--- src/hdl/bsc_hstep.sv ---
// ----------------------------------------------------------------------------
// bsc_hstep
// One Horner step y = c + acc * t, two stages: 32-bit slice products, then sum.
// ----------------------------------------------------------------------------
module bsc_hstep #(
  parameter int WA = 36,
  parameter int WB = 29,
  parameter int WC = 56,
  parameter int WO = 66
) (
  input  logic                 clk,
  input  logic                 en,
  input  logic signed [WA-1:0] acc,
  input  logic signed [WB-1:0] t,
  input  logic signed [WC-1:0] c,
  output logic signed [WO-1:0] y
);

  localparam int NC = (WA + 31) / 32;
  localparam int PW = 33 + WB;
  localparam int WT = WA - 32 * (NC - 1);

  logic signed [PW-1:0] pp_nxt [NC];
  logic signed [PW-1:0] pp_r   [NC];
  logic signed [WC-1:0] c_r;
  logic signed [WO-1:0] y_nxt;
  logic signed [WO-1:0] y_r;

  for (genvar i = 0; i < NC; i++) begin : g_pp
    logic signed [32:0] ch;
    if (i == NC - 1) begin : g_top
      assign ch = {{(33 - WT){acc[WA-1]}}, acc[WA-1:32*i]};
    end else begin : g_low
      assign ch = {1'b0, acc[32*i+31:32*i]};
    end
    assign pp_nxt[i] = ch * t;
  end

  always_comb begin
    y_nxt = WO'(c_r);
    for (int i = 0; i < NC; i++) begin
      y_nxt = y_nxt + (WO'(pp_r[i]) <<< (32 * i));
    end
  end

  always_ff @(posedge clk) begin
    if (en) begin
      pp_r <= pp_nxt;
      c_r  <= c;
      y_r  <= y_nxt;
    end
  end

  assign y = y_r;

endmodule

--- config.mk ---
export PLATFORM = sky130hd
export DESIGN_NAME = bsc_hstep
export DESIGN_NICKNAME = d
export VERILOG_FILES = /design/src/hdl/bsc_hstep.sv
export SDC_FILE = /design/constraint.sdc
export NUM_CORES = 2
export LEC_CHECK = 0
export BUFFER_PORTS_ARGS = -buffer_cell sky130_fd_sc_hd__buf_2
export CAP_MARGIN = 20
export CORE_UTILIZATION = 55
export CTS_BUF_LIST = sky130_fd_sc_hd__clkbuf_4 sky130_fd_sc_hd__clkbuf_8 sky130_fd_sc_hd__clkbuf_16
export DETAILED_ROUTE_END_ITERATION = 10
export PLACE_DENSITY_LB_ADDON = 0.12
export SLEW_MARGIN = 20
export SYNTH_ARGS = -nofsm -noshare
export SYNTH_HDL_FRONTEND = slang
export SYNTH_SLANG_ARGS = --single-unit
--- constraint.sdc ---
create_clock -name clk -period 20 [get_ports clk]
set_input_delay 1 -clock clk [delete_from_list [all_inputs] [get_ports clk]]
set_output_delay 1 -clock clk [all_outputs]
set_load 0.1 [all_outputs]
# == Word-level counts from Yosys, hierarchy flattened ==
# Index checks and enable logic that the tools add are counted.
# word_totals
output_inout_bits,66
in_bits,123
register_bits,217
# op_classes
multipliers,2
n_addsub,2
# ops
op,n
adder 63 x 65 -> 66 bit,1
adder 56 x 62 -> 63 bit,1
multiplier 33 x 29 -> 62 bit,1
multiplier 4 x 29 -> 33 bit,1

# == Depth between registers and ports, before layout ==
# logic_depth
word_depth,2
ltp_mapped,30
depth_no_buf,28

# == Worst setup path after synthesis ==
# OpenSTA, ideal clock, no wires.
# synth_timing
path_type,input -> register
from,input port acc[20]
to,"register pp_r[115] (netlist name), data pin"
path_slack_ns,11.851
n_path_buf,2
setup_time_ns,0.260
cell_stages,26
arrival_time_ns,7.889
cell_sequence,clkbuf_1 -> clkbuf_1 -> and2_1 -> fa_1 -> fa_1 -> inv_1 -> fa_1 -> fa_1 -> inv_1 -> fa_1 -> fa_1 -> fa_1 -> inv_1 -> fa_1 -> inv_1 -> ha_1 -> nand4_1 -> nor2_1 -> nand2_1 -> or4_4 -> a211oi_4 -> o2111ai_2 -> a211oi_2 -> o21ai_2 -> nor2b_1 -> xnor2_1
# synth_lines
element,line_no,rtl
from (decl),13,"input logic signed [WA-1:0] acc,"
to (signal assigned),48,pp_r <= pp_nxt;
to (decl),24,logic signed [PW-1:0] pp_r [NC];

==> results_dict.tcl <==
set metrics [dict create \
    timing.rr.start "pp_r[63]" \
    ff2ff_path_depth 13 \
    timing.final.setup_violations 0 \
    totalWireLength_um 119300 \
    wire_length_of_the_first_global_routing_pass_um 191800 \
    layout.filler_cells 7269 \
    timing.critical_path.arrival_ps 8970 \
    start_util_pct 55.85 \
    grt_use_total_pct 29.04 \
    finalHoldViolations 0 \
    regToRegSetupSlack_ps 15750 \
    layout_min_cycle_time_ps 8701 \
    vias 32380 \
    synthesis.yosys.warnings 0 \
    crit-reg2reg-capture "y[43]" \
    timing.final.max_slew_violations 0 \
    cts_root_buffer "sky130_fd_sc_hd__clkbuf_16" \
    drt_iter0_drc 2008 \
    max-cap-violations 0 \
    crit_type "in -> reg" \
    dieArea_um2 84940 \
    drc 0 \
    min_period_over_period_pct 43.50 \
    tightest_slew_ps 1108 \
    dominantRegCellSynth "sky130_fd_sc_hd__edfxtp_1" \
    synth_xor_area_share_pct 2.813 \
    yosys.area_share.simple_pct 15.34 \
    detail_route.wl_per_cell_um 20.49 \
    cp-endpoint "pp_r[122]" \
    seq_area_frac_synth_pct 14.14 \
    yosys_register_bits 217 \
    hold_buffers 0 \
    cts_tree "yes" \
    top_level_ports 189 \
    floorplan.die.height_um 291.5 \
    synthMuxAreaShare_pct 0.05702 \
    io_buffer_count 188 \
    setup.worst_path.start_class "input pin" \
    globalplace.congestion 0.9420 \
    yosys.area_share.adder_pct 51.09 \
    detail_route.first_pass.iterations 7 \
    cp_data_required_time_ps 20270 \
    end_kind "register" \
    clock_path_buffers 3 \
    mappedNetlistArea_um2 46080 \
    maximum_number_of_pins_on_one_net_before_global_route_repair 86 \
    grt_antenna_before_repair 4 \
    netlist_instances 4748 \
    timing.hold.ws_ps 554.9 \
    clock_skew_ps 30.52 \
    dieWidth_um 291.5 \
    asyncSetResetFlopFracSynth_pct 0 \
    clk-insertion-delay-late_ps 530 \
    share_of_cells_above_drive_strength_1_pct 5.623 \
    fmax_mhz 114.9 \
    placement_rows 105 \
    finished_core_util_pct 58.53 \
    cts_setup_buffers 0 \
    top_fanout_value_on_the_critical_path 36 \
    totalNegativeSetupSlack_ps 0 \
    syn-num-nets 6213 \
    core_area_um2 82500 \
    post_synthesis_compound_gate_area_fraction_pct 7.006 \
    routed_via_density 5.560 \
    cts-buffers-inserted 22 \
    run_status "complete, no violations" \
    synth_cell_types 76 \
    cts.sink_count 217 \
    cts.reportedPaths.clkPinSlew_ps 60 \
    main_combinational_cell_family_by_area_after_synthesis "adder cells" \
    critPathLaunch "t[5]" \
    number_of_global_route_vias_before_repair 33630 \
    area_growth_pct 4.801 \
    cts.repair.resized 0 \
    syn_area_per_cell_um2 9.705 \
    grt-ovfl-total 0 \
    htreeDepth 1 \
    slew-limit-headroom_pct 26.12 \
    synth-edff-count 217 \
    hpwlAfterDp_um 90220 \
    grt_setup_unrepaired "no" \
    num-nets-final 6198 \
    final_antenna_net_count 0 \
    hold_class "reg -> reg" \
]
## through the flow
stage / instances / area [um2] / worst slack (ps)
floorplan: 4748 / 46080 / 11850
finish: 5824 / 48290 / 11300
global placement: 5779 / 47580 / 10820
CTS: 5818 / 48280 / 11270
global route: 5818 / 48280 / 11010
detailed placement: 5779 / 47580 / 10730
## cell usage after synthesis, types with 3 or more instances
cell | n | share of area [%]
sky130_fd_sc_hd__clkbuf_1 | 239 | 1.9
sky130_fd_sc_hd__a21o_1 | 95 | 1.5
sky130_fd_sc_hd__and3_1 | 14 | 0.19
sky130_fd_sc_hd__o21ai_0 | 77 | 0.84
sky130_fd_sc_hd__a211o_1 | 6 | 0.11
sky130_fd_sc_hd__a211oi_1 | 17 | 0.28
sky130_fd_sc_hd__nor2b_1 | 15 | 0.20
sky130_fd_sc_hd__a21oi_1 | 168 | 1.8
sky130_fd_sc_hd__a221o_1 | 3 | 0.065
sky130_fd_sc_hd__fa_1 | 899 | 39
sky130_fd_sc_hd__nand4_1 | 32 | 0.43
sky130_fd_sc_hd__a41oi_1 | 3 | 0.057
sky130_fd_sc_hd__o22ai_1 | 3 | 0.041
sky130_fd_sc_hd__edfxtp_1 | 217 | 14
sky130_fd_sc_hd__nand2_1 | 510 | 4.2
sky130_fd_sc_hd__a31oi_1 | 14 | 0.19
sky130_fd_sc_hd__xor2_1 | 44 | 0.84
sky130_fd_sc_hd__and4_1 | 3 | 0.057
sky130_fd_sc_hd__o211a_1 | 3 | 0.065
sky130_fd_sc_hd__ha_1 | 443 | 12
sky130_fd_sc_hd__or3_1 | 4 | 0.054
sky130_fd_sc_hd__nor3b_1 | 3 | 0.049
sky130_fd_sc_hd__nand3_1 | 25 | 0.27
sky130_fd_sc_hd__o21ai_1 | 4 | 0.043
sky130_fd_sc_hd__nand2b_1 | 57 | 0.77
sky130_fd_sc_hd__o311ai_0 | 3 | 0.057
sky130_fd_sc_hd__o31a_1 | 5 | 0.095
sky130_fd_sc_hd__a21boi_0 | 5 | 0.081
sky130_fd_sc_hd__o21a_1 | 14 | 0.23
sky130_fd_sc_hd__inv_1 | 922 | 7.5
sky130_fd_sc_hd__o2111ai_1 | 3 | 0.057
sky130_fd_sc_hd__xnor2_1 | 104 | 2.0
sky130_fd_sc_hd__or2_2 | 4 | 0.054
sky130_fd_sc_hd__and2_1 | 585 | 7.9
sky130_fd_sc_hd__nor3_1 | 26 | 0.28
sky130_fd_sc_hd__nor2_1 | 90 | 0.73
sky130_fd_sc_hd__o21bai_1 | 30 | 0.49
sky130_fd_sc_hd__buf_2 | 5 | 0.054
sky130_fd_sc_hd__o31ai_1 | 5 | 0.081
## cell families after synthesis
family,after synthesis
AO/OA/AOI/OAI,493
AND/OR/NAND/NOR,1376
XOR/XNOR,148
flip-flops,217
buffers and inverters,1170
multiplexers,2
adder cells (fa/ha/maj),1342
## layout by cell type, fill, tap and decap left out, drive strengths merged, types with 4 or more instances in the layout
master,n
buf,209
nand4,32
o31ai,7
a211o,6
or3,4
a21o,95
o2111ai,4
xnor2,104
a211oi,20
nor2,91
nor2b,15
nand2,510
nor3,27
a21oi,168
o21bai,30
clkinv,9
and3,14
clkbuf,28
ha,443
edfxtp,217
xor2,44
and2,585
diode,6
or2,5
a31oi,15
o21a,14
o31a,5
fa,899
a221oi,4
a21boi,6
o21ai,83
nand2b,57
nand3,25
inv,923
## critical path: stages
cell,delay [ps]
sky130_fd_sc_hd__buf_2,740
sky130_fd_sc_hd__nand2_1,180
sky130_fd_sc_hd__fa_1,450
sky130_fd_sc_hd__inv_1,80
sky130_fd_sc_hd__fa_1,440
sky130_fd_sc_hd__fa_1,530
sky130_fd_sc_hd__inv_1,50
sky130_fd_sc_hd__fa_1,470
sky130_fd_sc_hd__inv_1,50
sky130_fd_sc_hd__fa_1,490
sky130_fd_sc_hd__inv_1,60
sky130_fd_sc_hd__fa_1,530
sky130_fd_sc_hd__inv_1,50
sky130_fd_sc_hd__fa_1,470
sky130_fd_sc_hd__inv_1,50
sky130_fd_sc_hd__fa_1,470
sky130_fd_sc_hd__inv_1,40
sky130_fd_sc_hd__ha_1,450
sky130_fd_sc_hd__nand4_1,110
sky130_fd_sc_hd__or3_1,340
sky130_fd_sc_hd__a31oi_1,500
sky130_fd_sc_hd__a31oi_1,340
sky130_fd_sc_hd__o31a_1,410
sky130_fd_sc_hd__o21ai_0,310
sky130_fd_sc_hd__a311oi_1,160
sky130_fd_sc_hd__xnor2_1,140
## final cells by class
type                            count  area (um2)  share of cell area (%)
Sequential cell                   217        6516                   13.49
Inverter                          922        3461                   7.167
Clock buffer                       28       613.1                   1.270
Multi-Input combinational cell   3361       35160                   72.81
Clock inverter                     11       78.83                  0.1632
Timing Repair Buffer              209        1109                   2.296
Antenna cell                        6       15.01                 0.03109
Tap cell                         1070        1339                   2.772
## worst min-delay path by stage
stage	from	endpoint	slack [ps]	cells past startpoint
detailed placement	c_r[0]	y[0]	530	1
CTS	pp_r[62]	y[0]	550	1
global route	c_r[0]	y[0]	570	1
floorplan	c_r[0]	y[0]	510	1
finish	pp_r[62]	y[0]	550	1
global placement	c_r[0]	y[0]	520	1
## flip-flops by register name, indices dropped and copies added, names as in the netlist
signal and count:
c_r 56, y 66, pp_r 95
## metal layers
layer / track usage [%] / vias to the layer above / wire length, um
met1: 42.44 / 16570 / 53730
met5: 0 / - / 13
met2: 47.43 / 1072 / 56030
met4: 6.008 / 2 / 2302
li1: - / 14580 / -
met3: 2.573 / 154 / 7270
Power is left out: the tool's default activity adds up to more than one toggle a clock period on the data nets, which glitch-free logic cannot reach.
