`src/hdl/bsc_pkg.sv`:
```
// ----------------------------------------------------------------------------
// bsc_pkg
// Types and constants shared by the barometer compensation pipeline.
// ----------------------------------------------------------------------------
package bsc_pkg;

  localparam int W_RAW = 24;
  localparam int W_D   = 26;
  localparam int W_T   = 29;
  localparam int W_C3  = 36;
  localparam int W_C2  = 56;
  localparam int W_C1  = 84;
  localparam int W_C0  = 110;
  localparam int W_A2  = 66;
  localparam int W_A1  = 96;
  localparam int W_A0  = 126;
  localparam int PR_SHIFT = 79;
  localparam int W_TEMP  = 17;
  localparam int W_PRESS = 27;

  localparam logic [W_TEMP-1:0]  TEMP_MAX  = 17'h0FFFF;
  localparam logic [W_TEMP-1:0]  TEMP_MIN  = 17'h10000;
  localparam logic [W_PRESS-1:0] PRESS_MAX = 27'h7FFFFFF;

  typedef enum logic [7:0] {
    REG_CAL_TEMP    = 8'd0,
    REG_CAL_PRESS_A = 8'd1,
    REG_CAL_PRESS_B = 8'd2,
    REG_CAL_PRESS_C = 8'd3
  } cfg_reg_t;

  typedef struct packed {
    logic        [15:0] t1;
    logic        [15:0] t2;
    logic signed [7:0]  t3;
    logic signed [15:0] p1;
    logic signed [15:0] p2;
    logic signed [7:0]  p3;
    logic signed [7:0]  p4;
    logic        [15:0] p5;
    logic        [15:0] p6;
    logic signed [7:0]  p7;
    logic signed [7:0]  p8;
    logic signed [15:0] p9;
    logic signed [7:0]  p10;
    logic signed [7:0]  p11;
  } cal_t;

endpackage

```
`src/hdl/bsc_tlin.sv`:
```
// ----------------------------------------------------------------------------
// bsc_tlin
// Linear temperature, four stages: offset, products, t3 term, sum and floor.
// ----------------------------------------------------------------------------
module bsc_tlin
  import bsc_pkg::*;
(
  input  logic                  clk,
  input  logic                  en,
  input  cal_t                  cal,
  input  logic [W_RAW-1:0]      raw_temp,
  output logic signed [W_T-1:0] tfix
);

  logic signed [W_D-1:0] d_nxt, d_r;
  logic signed [42:0]    dt2_nxt, dt2_r, dt2b_r;
  logic signed [51:0]    dd_nxt, dd_r;
  logic signed [59:0]    ddt3_nxt, ddt3_r;
  logic signed [61:0]    s;
  logic signed [W_T-1:0] tfix_r;

  always_comb begin
    d_nxt    = $signed({2'b0, raw_temp}) - $signed({2'b0, cal.t1, 8'b0});
    dt2_nxt  = d_r * $signed({1'b0, cal.t2});
    dd_nxt   = d_r * d_r;
    ddt3_nxt = dd_r * cal.t3;
    s        = (62'(dt2b_r) <<< 18) + 62'(ddt3_r);
  end

  always_ff @(posedge clk) begin
    if (en) begin
      d_r    <= d_nxt;
      dt2_r  <= dt2_nxt;
      dd_r   <= dd_nxt;
      dt2b_r <= dt2_r;
      ddt3_r <= ddt3_nxt;
      tfix_r <= s[60:32];
    end
  end

  assign tfix = tfix_r;

endmodule

```
`config.mk`:
```
export PLATFORM = sky130hd
export DESIGN_NAME = bsc_tlin
export DESIGN_NICKNAME = d
export VERILOG_FILES = /design/src/hdl/bsc_pkg.sv /design/src/hdl/bsc_tlin.sv
export SDC_FILE = /design/constraint.sdc
export NUM_CORES = 2
export LEC_CHECK = 0
export BUFFER_PORTS_ARGS = -buffer_cell sky130_fd_sc_hd__buf_2
export CAP_MARGIN = 25
export CELL_PAD_IN_SITES_DETAIL_PLACEMENT = 1
export CELL_PAD_IN_SITES_GLOBAL_PLACEMENT = 1
export CORE_MARGIN = 2
export CORE_UTILIZATION = 40
export DETAILED_ROUTE_END_ITERATION = 8
export PLACE_DENSITY_LB_ADDON = 0.1
export SYNTH_ARGS = -nofsm -noshare
export SYNTH_HDL_FRONTEND = slang
export SYNTH_SLANG_ARGS = --single-unit
```
`constraint.sdc`:
```
create_clock -name clk -period 8 [get_ports clk]
set_input_delay 1.2 -clock clk [delete_from_list [all_inputs] [get_ports clk]]
set_output_delay 1.2 -clock clk [all_outputs]
set_load 0.05 [all_outputs]
```
* Word-level counts from Yosys, hierarchy flattened *
Cells that the tools add are included.
W data, S select, Z words.

storage, ports and cells
  logic and storage cells = 11
  register bits = 252
  output and inout port bits = 29

cells by class
  add/sub/neg operators = 2
  multiply operators = 3

operators with widths
  operator          count
  $add A61 B60 Y61  1
  $mul A52 B8 Y60   1
  $mul A25 B25 Y50  1
  $mul A25 B17 Y42  1
  $sub A24 B24 Y25  1

* Longest topological paths before layout *
  word-level depth = 1
  gate-level depth with buffers = 31
  mapped depth without buffers = 29

* Worst setup path before layout *
Ideal clock, no wire load.

  kind = reg2reg
  start = reg d_r[15]
  end = reg dd_r[48], data pin
  path slack = 0.410 ns
  setup time = 0.286 ns
  clock period less this slack = 7.590 ns
  stages on the path, launching flop included = 30
  arrival = 7.305 ns
  cell sequence = edfxtp_1 clkbuf_1 clkbuf_1 nand2_1 fa_1 inv_1 fa_1 inv_1 fa_1 inv_1 fa_1 inv_1 fa_1 inv_1 fa_1 inv_1 fa_1 inv_1 ha_1 a21o_1 a21o_1 a21o_1 o21a_1 o21ai_0 nand3_1 a21bo_2 nand4bb_1 a21oi_1 o41ai_1 o311ai_0

between the ends
  longest elaborated chain between the ends = 1

ends and longest elaborated chain
  element                 RTL line        text
  from (decl)             bsc_tlin.sv:15  logic signed [W_D-1:0] d_nxt, d_r;
  from (signal assigned)  bsc_tlin.sv:32  d_r <= d_nxt;
  $mul A25 B25 Y50        bsc_tlin.sv:25  dd_nxt = d_r * d_r;
  via dd_nxt[48]          bsc_tlin.sv:17  logic signed [51:0] dd_nxt, dd_r;
  to (signal assigned)    bsc_tlin.sv:34  dd_r <= dd_nxt;
  to (decl)               bsc_tlin.sv:17

The timed path passes the listed nets, and every way through them passes these cells.
A chain may end at the register's enable or synchronous reset.

* Worst setup path in the final report *
  start = reg d_r[3]
  end = reg dd_r[48], data pin

The elaborated chain is that of the path after synthesis.

==> flow_metrics.tcl <==
set metrics [dict create \
    run_status "complete, no violations" \
    drc 0 \
    filler_cell_count 15900 \
    worst_r2r_startpoint "d_r[3]" \
    critical_setup_path_class "reg2reg" \
    slew_violations 0 \
    final_wirelength_um 149000 \
    routed_antenna_nets 0 \
    reg2regPathDepth 26 \
    ctsLongestPathBuffers 3 \
    critical_path_arrival_ns 8.02 \
    maxSlewHeadroom 0.373 \
    number_of_vias_after_detailed_routing 37300 \
    globalplace.congestion 0.811 \
    post_synth_top_flop "sky130_fd_sc_hd__edfxtp_1" \
    avgRoutedWirePerCell_um 19.2 \
    finalWorstPathRequiredPeriod_ns 7.69 \
    first_pass_grt_wire_length_um 243000 \
    critical_path.max_stage_delay_ns 0.61 \
    critPathLaunch "d_r[3]" \
    syn2layout_area_growth_pct 8.35 \
    synth_sequential_area_ratio 0.122 \
    hold_path_depth 0 \
    placeableCoreArea_sq_um 140000 \
    synth_warnings 0 \
    grt_util_all_layers 0.219 \
    worst_hold_endpoint "dt2b_r[4]" \
    drt_iter0_markers 1296 \
    timing.final.crit_share 0.961 \
    grt-ovfl-total 0 \
    number_of_unique_standard_cell_types_used_by_synthesis 65 \
    cts.root.buffer_cell "sky130_fd_sc_hd__clkbuf_16" \
    count_of_flip_flops_with_a_built_in_enable_after_synthesis 229 \
    max_slew.worst_pin.slew_ns 0.941 \
    htree_levels 1 \
    cts_num_sinks 229 \
    hold_start "dt2_r[4]" \
    cts_tree "yes" \
    route.detailed.vias_per_inst 4.81 \
    yosys-top-cells-area "sky130_fd_sc_hd__fa_1 46%, sky130_fd_sc_hd__edfxtp_1 12%, sky130_fd_sc_hd__inv_1 10%" \
    rows 137 \
    clk_pin_slew_ns 0.06 \
    clock_insertion_delay_worst_skew_ns 0.61 \
    start_kind "flip-flop" \
    worst-path-buf-inv 7 \
    rsz0062_at_grt "no" \
    postSynthAreaPerCell_sq_um 9.84 \
    mappedNetlistArea_sq_um 56300 \
    critical_path_required_ns 8.33 \
    crit_path_end_kind "flip-flop" \
    antenna_found_initial 4 \
    critical_path.slowest_cell "sky130_fd_sc_hd__fa_1" \
    via_count_of_the_first_global_routing_pass 43400 \
    synth_largest_area_cell "sky130_fd_sc_hd__fa_1" \
    fin_worst_skew_ns 0.0329 \
    clock.fmax_mhz 130 \
    timing.setup.tns_ns 0 \
    design.portCount 223 \
    timing.critical_path.max_delay_family "adder cells" \
    synthesis.instances 5726 \
    initial_utilization 0.403 \
    layout.nets 7785 \
    asyncSetResetFlopFracSynth 0 \
    fp.dieArea_sq_um 144000 \
    ff2ff_setup_slack_ns 0.31 \
    postSynthNetCount 7652 \
    grt_start_max_net_pins 97 \
    synth_top_area_frac 0.463 \
    max_cap_viol_count 0 \
    timing.rr.end "dd_r[48]" \
    timing.final.setup_violations 0 \
    numCtsBuffers 29 \
    dieHeight_um 379 \
    worst-path-max-fanout 25 \
    hold_viol 0 \
    critPathMostFrequentCell "sky130_fd_sc_hd__fa_1" \
    die_x_um 379 \
    portBuffers 94 \
    detailed_place_hpwl_um 128000 \
    drt_pre_antenna_iters 5 \
    post_route_cells_drive_above_1_share 0.0614 \
    regArea_sq_um 6880 \
    multi_input_comb_area_sq_um 43000 \
    holdCritPathClass "reg2reg" \
    number_of_synthesized_register_bits 229 \
]
area by class of cell:
cell class	instances	share of cell area
multi-input combinational	3771	0.705
clock inverter	23	0.00474
antenna	4	0.000164
tap	1876	0.0385
sequential	229	0.113
timing repair buffer	288	0.0328
inverter	1540	0.0947
clock buffer	30	0.0120
how the worst max path moves through the flow:
stage                     to  slack [ns]  cells past startpoint
floorplan           dd_r[48]        0.41                     29
global placement    dd_r[47]        0.06                     26
CTS                 dd_r[43]        0.05                     27
finish              dd_r[48]        0.31                     26
global route        dd_r[48]       0.008                     28
detailed placement  dd_r[50]        0.06                     25
repair_timing:
action / in CTS / in global routing
buffers inserted: 0 / 12
resized for setup: 0 / 13
hold buffers: 0 / 0
endpoints found under the setup margin: 0 / 8
cells by family (layout without fill, tap and decap cells):
| family | count (synthesis) | count (layout) | share of synthesized area |
|---|---|---|---|
| xor gates and xnor gates | 180 | 180 | 0.0280 |
| muxes | 5 | 5 | 0.000933 |
| and+or+nand+nor | 1457 | 1457 | 0.130 |
| AOI/OAI and AO/OA | 395 | 395 | 0.0450 |
| other | 2 | 6 | 0.000133 |
| DFF | 229 | 229 | 0.122 |
| buffers and inverters | 1726 | 1881 | 0.115 |
| adders and majority gates | 1732 | 1732 | 0.559 |
sequential cells by signal, indices dropped and copies added, names as in the netlist:
signal	count
dd_r	49
ddt3_r	42
tfix	29
dt2_r	42
d_r	25
dt2b_r	42
worst reg2reg max path, delay by kind of cell (launching register included):
kind,cells,cell delay (ns)
simple gates,5,0.76
compound gates,6,1.38
buf+inv,7,0.74
flops,1,0.47
fa+ha+maj,8,4.06
layout by cell type, fill, tap and decap left out, types with 4 or more instances in the layout:
cell type and n:
sky130_fd_sc_hd__inv_1 1540, sky130_fd_sc_hd__fa_1 1304, sky130_fd_sc_hd__nand2_1 585, sky130_fd_sc_hd__and2_1 524, sky130_fd_sc_hd__ha_1 427, sky130_fd_sc_hd__edfxtp_1 229
sky130_fd_sc_hd__buf_4 187, sky130_fd_sc_hd__a21oi_1 126, sky130_fd_sc_hd__xnor2_1 121, sky130_fd_sc_hd__nor2_1 112, sky130_fd_sc_hd__buf_2 93, sky130_fd_sc_hd__a21o_1 77
sky130_fd_sc_hd__nand2b_1 75, sky130_fd_sc_hd__o21ai_0 62, sky130_fd_sc_hd__xor2_1 59, sky130_fd_sc_hd__nor2b_1 45, sky130_fd_sc_hd__clkbuf_16 29, sky130_fd_sc_hd__nand3_1 26
sky130_fd_sc_hd__o21a_1 24, sky130_fd_sc_hd__nor3_1 22, sky130_fd_sc_hd__nand4_1 19, sky130_fd_sc_hd__o21bai_1 18, sky130_fd_sc_hd__and3_1 16, sky130_fd_sc_hd__a31oi_1 11
sky130_fd_sc_hd__a211oi_1 11, sky130_fd_sc_hd__o21ai_1 9, sky130_fd_sc_hd__or3_1 7, sky130_fd_sc_hd__or2_2 6, sky130_fd_sc_hd__o31ai_1 5, sky130_fd_sc_hd__a211o_1 5
sky130_fd_sc_hd__o211ai_1 5, sky130_fd_sc_hd__a21boi_0 5, sky130_fd_sc_hd__inv_6 5, sky130_fd_sc_hd__bufinv_16 5, sky130_fd_sc_hd__diode_2 4, sky130_fd_sc_hd__a221o_1 4
sky130_fd_sc_hd__clkinv_4 4, sky130_fd_sc_hd__clkinvlp_4 4, sky130_fd_sc_hd__buf_12 4
cells in the mapped netlist (59+ instances only):
| library cell | instances |
|---|---|
| sky130_fd_sc_hd__clkbuf_1 | 185 |
| sky130_fd_sc_hd__a21o_1 | 77 |
| sky130_fd_sc_hd__inv_1 | 1540 |
| sky130_fd_sc_hd__edfxtp_1 | 229 |
| sky130_fd_sc_hd__nand2_1 | 585 |
| sky130_fd_sc_hd__xor2_1 | 59 |
| sky130_fd_sc_hd__and2_1 | 524 |
| sky130_fd_sc_hd__xnor2_1 | 121 |
| sky130_fd_sc_hd__ha_1 | 428 |
| sky130_fd_sc_hd__o21ai_0 | 63 |
| sky130_fd_sc_hd__fa_1 | 1304 |
| sky130_fd_sc_hd__a21oi_1 | 126 |
| sky130_fd_sc_hd__nand2b_1 | 75 |
| sky130_fd_sc_hd__nor2_1 | 113 |
metal layers:
layer	routed length (um)	track usage	part of all wire	vias up
li1	-	-	-	17100
met1	70300	0.303	0.47	19700
met2	72000	0.376	0.48	368
met3	4150	0.0207	0.028	115
met4	2520	0.0377	0.017	0
met5	0	0	0	-
per-stage QoR:
step | instance area, sq um | hold WS (ns) | setup WS (ns) | cells | util
finish | 61000 | 0.419 | 0.311 | 7761 | 0.437
global route | 61000 | 0.426 | 0.00836 | 7757 | 0.437
CTS | 60900 | 0.421 | 0.0471 | 7745 | 0.436
detailed placement | 59900 | 0.406 | 0.0594 | 7692 | 0.428
global placement | 59900 | 0.402 | 0.0600 | 7692 | 0.428
floorplan | 56300 | 0.400 | 0.410 | 5726 | -
Power is left out: the tool's default activity adds up to more than one toggle a clock period on the data nets, which glitch-free logic cannot reach.
